--- src/sv/qbf_pkg.sv ---
// Shared constants and types of the quadratic Bezier flattener.
`timescale 1ns / 1ps
package qbf_pkg;

   localparam int SEGMENTS = 20;
   localparam int COORD_W  = 24;
   localparam int IDX_W    = $clog2(SEGMENTS + 1);
   localparam int DIFF_W   = COORD_W + 1;
   localparam int PROD_W   = DIFF_W + IDX_W + 1;
   localparam int MAG_W    = PROD_W - 1;
   localparam int RECIP_SH = 32;
   localparam int RECIP_W  = RECIP_SH + 1;
   localparam logic [RECIP_W-1:0] RECIP = RECIP_W'((64'd1 << RECIP_SH) / SEGMENTS);
   localparam int LERP_LAT = 4;
   localparam int PIPE_LAT = 2 * LERP_LAT;

   localparam logic [COORD_W-1:0] NONE_MARK = COORD_W'(-256);

   typedef struct packed {
      logic             vld;
      logic             last;
      logic [IDX_W-1:0] idx;
   } side_type;

endpackage

--- src/sv/qbf_lerp.sv ---
// Four-stage pipelined lerp: a + floor((b - a) * idx / SEGMENTS).
`timescale 1ns / 1ps
module qbf_lerp
   import qbf_pkg::*;
(
   input  logic                      clock,
   input  logic                      en,
   input  logic signed [COORD_W-1:0] a,
   input  logic signed [COORD_W-1:0] b,
   input  logic [IDX_W-1:0]          idx,
   output logic [COORD_W-1:0]        res
);

   logic signed [DIFF_W-1:0]  d1_ff;
   logic signed [DIFF_W-1:0]  d1_in;
   logic [IDX_W-1:0]          i1_ff;
   logic [COORD_W-1:0]        a1_ff;

   logic signed [PROD_W-1:0]  p2_ff;
   logic signed [PROD_W-1:0]  p2_in;
   logic [COORD_W-1:0]        a2_ff;

   logic                      neg2;
   logic [MAG_W-1:0]          u2;
   logic [MAG_W+RECIP_W-1:0]  recip_prod;
   logic [MAG_W-1:0]          q3_ff;
   logic [MAG_W-1:0]          u3_ff;
   logic                      neg3_ff;
   logic [COORD_W-1:0]        a3_ff;

   logic [MAG_W-1:0]          qs;
   logic [MAG_W-1:0]          rem;
   logic [MAG_W-1:0]          q;
   logic [COORD_W-1:0]        fl;
   logic [COORD_W-1:0]        res_ff;
   logic [COORD_W-1:0]        res_in;

   always_comb begin
      d1_in = DIFF_W'(b) - DIFF_W'(a);
      p2_in = d1_ff * $signed({1'b0, i1_ff});
      neg2  = p2_ff[PROD_W-1];
      u2    = neg2 ? ~p2_ff[MAG_W-1:0] : p2_ff[MAG_W-1:0];
      recip_prod = u2 * RECIP;
      qs    = MAG_W'(q3_ff * MAG_W'(SEGMENTS));
      rem   = u3_ff - qs;
      q     = (rem >= MAG_W'(SEGMENTS)) ? MAG_W'(q3_ff + 1'b1) : q3_ff;
      fl    = neg3_ff ? ~q[COORD_W-1:0] : q[COORD_W-1:0];
      res_in = a3_ff + fl;
   end

   always_ff @(posedge clock) begin
      if (en) begin
         d1_ff   <= d1_in;
         i1_ff   <= idx;
         a1_ff   <= a;
         p2_ff   <= p2_in;
         a2_ff   <= a1_ff;
         q3_ff   <= recip_prod[MAG_W+RECIP_SH-1:RECIP_SH];
         u3_ff   <= u2;
         neg3_ff <= neg2;
         a3_ff   <= a2_ff;
         res_ff  <= res_in;
      end
   end

   assign res = res_ff;

endmodule

--- config.mk ---
export PLATFORM = sky130hd
export DESIGN_NAME = qbf_lerp
export DESIGN_NICKNAME = d
export VERILOG_FILES = /design/src/sv/qbf_pkg.sv /design/src/sv/qbf_lerp.sv
export SDC_FILE = /design/constraint.sdc
export NUM_CORES = 2
export LEC_CHECK = 0
export BUFFER_PORTS_ARGS = -buffer_cell sky130_fd_sc_hd__buf_2
export CELL_PAD_IN_SITES_DETAIL_PLACEMENT = 1
export CELL_PAD_IN_SITES_GLOBAL_PLACEMENT = 1
export CORE_UTILIZATION = 35
export CTS_CLUSTER_SIZE = 14
export DETAILED_ROUTE_END_ITERATION = 6
export PLACE_DENSITY_LB_ADDON = 0.1
export SYNTH_ARGS = -nofsm -noshare
export SYNTH_HDL_FRONTEND = slang
export SYNTH_SLANG_ARGS = --single-unit
--- constraint.sdc ---
create_clock -name clock -period 11.35 [get_ports clock]
set_clock_uncertainty 0.15 [all_clocks]
set_input_delay 2.27 -clock clock [delete_from_list [all_inputs] [get_ports clock]]
set_output_delay 2.27 -clock clock [all_outputs]
set_load 0.02 [all_outputs]
## Yosys cells after proc, flatten, opt, wreduce, memory -nomap -nowiden

Index checks and enable logic that the tools add are counted.

| storage, ports and cells | value |
|---|---|
| output and inout port bits | 24 |
| bits in registers | 214 |
| input bits | 55 |

| cells by class | value |
|---|---|
| $add $sub $neg | 4 |
| bitwise gates (word level) | 2 |
| magnitude comparators | 1 |
| $mul | 3 |
| mux-type cells | 3 |

Operators by type and width:

| cell | number |
|---|---|
| multiplier 30 x 26 -> 56 bit (second input constant) | 1 |
| two-way mux 24 bit | 2 |
| multiplier 25 x 6 -> 31 bit | 1 |
| greater-or-equal comparator 30 x 5 -> 1 bit (second input constant) | 1 |
| two-way mux 30 bit | 1 |
| inverter 30 bit | 1 |
| subtractor 30 bit | 1 |
| multiplier 26 x 3 -> 28 bit (second input constant) | 1 |
| subtractor 24 x 24 -> 25 bit | 1 |
| adder 24 x 1 -> 24 bit (second input constant) | 1 |
| adder 24 bit | 1 |
| inverter 24 bit | 1 |

## Depth between registers and ports, before layout

| logic depth | value |
|---|---|
| depth after elaboration | 7 |
| depth in mapped cells | 37 |

## Least setup slack after synthesis

Ideal clock, no wire load.

| timing path | value |
|---|---|
| path type | reg2reg |
| from | reg q3_ff[2] |
| to | reg res_ff[23], in the netlist res[23] (data pin) |
| required time | 10.932 ns |
| setup slack | 2.960 ns |
| cell stages (with the launch flop) | 36 |
| period minus slack after synthesis | 8.390 ns |
| data arrival time | 7.972 ns |
| path through | edfxtp_1 -> ha_1 -> ha_1 -> a21oi_1 -> nor2b_1 -> o31a_1 -> a21oi_1 -> a2111oi_0 -> nor3_1 -> o21ba_2 -> xor2_1 -> ha_1 -> buf_2 -> a21oi_1 -> nor3b_1 -> a32oi_1 -> a221oi_1 -> a21bo_2 -> and2_1 -> or3_1 -> o2bb2ai_1 -> a2111oi_4 -> mux2i_1 -> xnor2_1 -> ha_1 -> a21o_1 -> a21oi_1 -> nand2b_1 -> a21oi_1 -> and4_1 -> a311o_1 -> or4_1 -> a21boi_0 -> o31ai_1 -> o41ai_1 -> xnor3_1 |

| on the way | value |
|---|---|
| word-level cells in the longest chain between the ends | 7 |

Ends and longest elaborated chain:

| item | RTL line | RTL |
|---|---|---|
| start: declaration | qbf_lerp.sv:26 | `logic [MAG_W-1:0] q3_ff;` |
| start signal: assignment | qbf_lerp.sv:58 | `q3_ff <= recip_prod[MAG_W+RECIP_SH-1:RECIP_SH];` |
| multiplier 26 x 3 -> 28 bit | qbf_lerp.sv:44 | `qs = MAG_W'(q3_ff * MAG_W'(SEGMENTS));` |
| subtractor 30 bit | qbf_lerp.sv:45 | `rem = u3_ff - qs;` |
| greater-or-equal comparator 30 x 5 -> 1 bit | qbf_lerp.sv:46 | `q = (rem >= MAG_W'(SEGMENTS)) ? MAG_W'(q3_ff + 1'b1) : q3_ff;` |
| two-way mux 24 bit * | qbf_lerp.sv:46 |  |
| inverter 24 bit | qbf_lerp.sv:47 | `fl = neg3_ff ? ~q[COORD_W-1:0] : q[COORD_W-1:0];` |
| two-way mux 24 bit * | qbf_lerp.sv:47 |  |
| adder 24 bit * | qbf_lerp.sv:48 | `res_in = a3_ff + fl;` |
| named net res_in[23] | qbf_lerp.sv:36 | `logic [COORD_W-1:0] res_in;` |
| end signal: assignment | qbf_lerp.sv:62 | `res_ff <= res_in;` |
| end: declaration | qbf_lerp.sv:35 | `logic [COORD_W-1:0] res_ff;` |

Mark *: on every way through the listed nets, which the timed path passes. The rest lies on a longest branch.
A chain may end at the register's enable or synchronous reset.

## Final worst setup path

| timing path | value |
|---|---|
| from | reg q3_ff[1] |
| to | reg res_ff[23], in the netlist res[23] (data pin) |

The elaborated chain is that of the path after synthesis.

==> Implementation_results.wiki <==
{| class="wikitable"
! Metric !! Value
|-
| Outcome || finished clean
|-
| Endpoints failing setup || 0
|-
| Synth cell types || 78
|-
| Number of vias after detailed routing || 18943
|-
| Category of the critical setup timing path || flop to flop
|-
| Final Hold Violating Endpoints || 0
|-
| TritonCTS sink count || 212
|-
| Max frequency || 98.91 MHz
|-
| Capturing point of the worst reg2reg path || res[23]
|-
| Average detailed-routed wire length per instance || 21.25 um
|-
| Hold Buf Count CTS || 0
|-
| Post-layout nets || 3594
|-
| Ratio of cells with drive above 1 in the final layout || 6.035%
|-
| Final Core Density || 38.91%
|-
| Reg2reg path depth || 35
|-
| Hold slack || 0.2653 ns
|-
| Most used cell along the critical path || sky130_fd_sc_hd__a21oi_1
|-
| Sequential share of the synthesized area || 22.84%
|-
| CP bufs+invs || 2
|-
| Initial antenna violation count || 1
|-
| Top cell type's share of synthesized area || 26.15%
|-
| Layout overhead on the synthesized area || 10.11%
|-
| Area enclosed by the die boundary || 0.08076 sq mm
|-
| Mapped Cells || 2637
|-
| Pin count of the biggest net entering global routing || 84
|-
| Tightest slew margin relative to the limit || 24.92%
|-
| Largest incremental delay on the critical path || 0.67 ns
|-
| Final sum of negative setup slack || 0 ns
|-
| Site Rows || 103
|-
| Number of buffers inserted to repair setup after CTS || 0
|-
| Detailed-router iteration count before antenna repair || 5
|-
| CP max-delay cell || sky130_fd_sc_hd__a2111oi_0
|-
| Number of antenna-violating nets in the routed design || 0
|-
| Average size of a mapped cell || 10.57 sq um
|-
| Clock tree from TritonCTS || built
|-
| Clk pin slew, worst setup/hold paths || 0.06 ns
|-
| Number of pins with negative max-slew slack in the final report || 0
|-
| Number of register bits inferred by synthesis || 212
|-
| Worst setup path endpoint || res[23]
|-
| Vias in the first global route || 21385
|-
| Kind of cell adding the most delay to the critical path || compound AO/OA/AOI/OAI gates
|-
| Final Critical Period || 10.11 ns
|-
| Clock network latency to the later pin of the worst-skew pair || 0.61 ns
|-
| Cell area after technology mapping || 0.02787 sq mm
|-
| Initial cell density of the core || 35.34%
|-
| Level count of the clock H-tree || 1
|-
| Drc violations || 0
|-
| Worst min-delay path category || flop to flop
|-
| Remaining Overflow, GRT || 0
|-
| Post-detailed-routing wire length || 81110 um
|-
| Number of max-cap violations || 0
|-
| Levels on crit path || 35
|-
| Global-route wire length before repair || 126400 um
|-
| Placer Congestion || 0.9326
|-
| Number of buffers inserted during clock tree synthesis || 29
|-
| Placed Area || 0.02966 sq mm
|-
| Dominant cells by area after synthesis || sky130_fd_sc_hd__fa_1, sky130_fd_sc_hd__edfxtp_1, sky130_fd_sc_hd__ha_1
|-
| Synthesized net count || 3486
|-
| Main synth FF type || sky130_fd_sc_hd__edfxtp_1
|-
| Number of synthesized flops with an enable pin || 212
|-
| Finished layout cell area || 0.03069 sq mm
|-
| Worst EP arrival || 10.28 ns
|-
| Proportion of register bits with asynchronous set or reset after synthesis || 0%
|-
| Count of warnings emitted by yosys || 0
|-
| Number of input and output port buffers inserted || 78
|-
| Type of destination of the critical path || flop
|-
| Origin of the critical flop-to-flop path || q3_ff[1]
|-
| Launching element type of the critical path || flop
|-
| Worst-case register-to-register setup slack || 1.24 ns
|-
| Via/cell ratio || 4.961
|-
| Buffer levels on the longest clock path || 3
|-
| Initial detailed-routing violation count || 814
|-
| Root Buffer || sky130_fd_sc_hd__clkbuf_16
|-
| Post-detail-place hpwl || 70400 um
|-
| Total GRT Usage || 20.48%
|-
| Horizontal die dimension || 284.2 um
|-
| Post-CTS Resized || 0
|-
| Core region area || 0.07887 sq mm
|-
| Crit Path Max Fanout || 24
|-
| Count of boundary I/O pins || 79
|-
| Critical Path Source || q3_ff[1]
|-
| Die height || 284.2 um
|-
| Tightest Pin Transition || 1.126 ns
|-
| Unrepaired setup endpoints after global routing || false
|-
| Endpoint required time on the critical path || 11.53 ns
|-
| Share of the clock period used by the worst path after layout || 89.07%
|-
| Dominant cell type by area after synthesis || sky130_fd_sc_hd__fa_1
|}
==> layout by cell type (no fill, tap or decap), drive strengths merged, types with 4 or more instances in the layout <==
cell,n
inv,570
ha,430
fa,364
edfxtp,212
nand2,131
xnor2,120
a21oi,104
buf,103
nor2,87
and2,74
xor2,72
o21ai,61
a21o,43
nor3,42
nand3,38
clkbuf,31
o21a,23
nand2b,20
and3,18
nor2b,18
a211oi,17
o21bai,13
or3,11
a31oi,10
nand4,10
clkinv,10
nor3b,9
o211ai,9
o31ai,8
a21boi,7
nor4,6
and4,6
bufinv,6
o311a,5
o2111ai,5
o31a,5
or2,4
nand3b,4
a311oi,4
a2111oi,4
==> routing by layer <==
layer | up-vias | global-route usage, % | part of all wire [%]
met5 | - | 0 | 0
met3 | 80 | 3.604 | 4.6
met2 | 251 | 34.27 | 47
li1 | 8948 | - | -
met4 | 0 | 5.054 | 2.4
met1 | 9664 | 27.34 | 46
==> synthesized netlist by cell type, types with 10 or more instances <==
library cell               instances
sky130_fd_sc_hd__a211oi_1         17
sky130_fd_sc_hd__a21o_1           43
sky130_fd_sc_hd__a21oi_1         103
sky130_fd_sc_hd__a31oi_1          10
sky130_fd_sc_hd__and2_1           74
sky130_fd_sc_hd__and3_1           18
sky130_fd_sc_hd__clkbuf_1         20
sky130_fd_sc_hd__edfxtp_1        212
sky130_fd_sc_hd__fa_1            364
sky130_fd_sc_hd__ha_1            430
sky130_fd_sc_hd__inv_1           566
sky130_fd_sc_hd__nand2_1         131
sky130_fd_sc_hd__nand2b_1         20
sky130_fd_sc_hd__nand3_1          37
sky130_fd_sc_hd__nand4_1          10
sky130_fd_sc_hd__nor2_1           87
sky130_fd_sc_hd__nor2b_1          18
sky130_fd_sc_hd__nor3_1           42
sky130_fd_sc_hd__o21a_1           23
sky130_fd_sc_hd__o21ai_0          59
sky130_fd_sc_hd__o21bai_1         13
sky130_fd_sc_hd__or3_1            11
sky130_fd_sc_hd__xnor2_1         120
sky130_fd_sc_hd__xor2_1           72
==> area by class of cell <==
cell class | count | area, sq um
fill | 8857 | 48180
multi-input combinational | 1833 | 19270
sequential | 212 | 6366
inverter | 566 | 2125
tap | 1050 | 1314
clock buffer | 31 | 733.2
timing repair buffer | 103 | 588.1
clock inverter | 22 | 294.0
antenna | 1 | 2.502
==> worst register-to-register path: cells and delay by family (launching register included) <==
family                   cells  cell delay, ns
flip-flops                   1            0.61
AND/OR/NAND/NOR              7            1.95
buffers and inverters        2            0.47
adder cells (fa/ha/maj)      4            1.24
AO/OA/AOI/OAI               18            4.26
XOR/XNOR                     3            0.76
multiplexers                 1            0.40
==> through the flow <==
step	worst slack [ns]	std cells
floorplan	2.960	2637
global placement	1.478	3764
detailed placement	1.284	3764
CTS	1.220	3817
global route	0.5036	3817
finish	1.240	3818
==> sequential cells by signal (all words and copies together), names as in the netlist <==
name / cells
neg3_ff: 1
p2_ff: 31
a1_ff: 24
d1_ff: 25
u3_ff: 28
q3_ff: 26
res: 24
a3_ff: 24
a2_ff: 24
i1_ff: 5
==> worst min-delay path by stage <==
stage | from | endpoint | slack (ns) | cells past startpoint
after CTS | a1_ff[2] | a2_ff[2] | 0.27 | 0
final | a1_ff[2] | a2_ff[2] | 0.27 | 0
after global placement | a1_ff[4] | a2_ff[4] | 0.25 | 0
after global routing | a1_ff[2] | a2_ff[2] | 0.27 | 0
after detailed placement | a1_ff[6] | a2_ff[6] | 0.26 | 0
after floorplan | a1_ff[0] | a2_ff[0] | 0.25 | 0
==> logic make-up (layout without fill, tap and decap cells) <==
group / after synthesis / after routing / share of synthesized area (%)
xor gates and xnor gates: 193 / 193 / 6.114
and+or+nand+nor: 486 / 486 / 8.826
other: 0 / 1 / 0
adders and majority gates: 794 / 794 / 45.45
DFF: 212 / 212 / 22.84
buffers and inverters: 592 / 722 / 8.031
AOI/OAI and AO/OA: 357 / 357 / 8.624
muxes: 3 / 3 / 0.1122
Power is not shown: default switching activity piles up to over one toggle a cycle in this logic, so the estimate is an artifact.
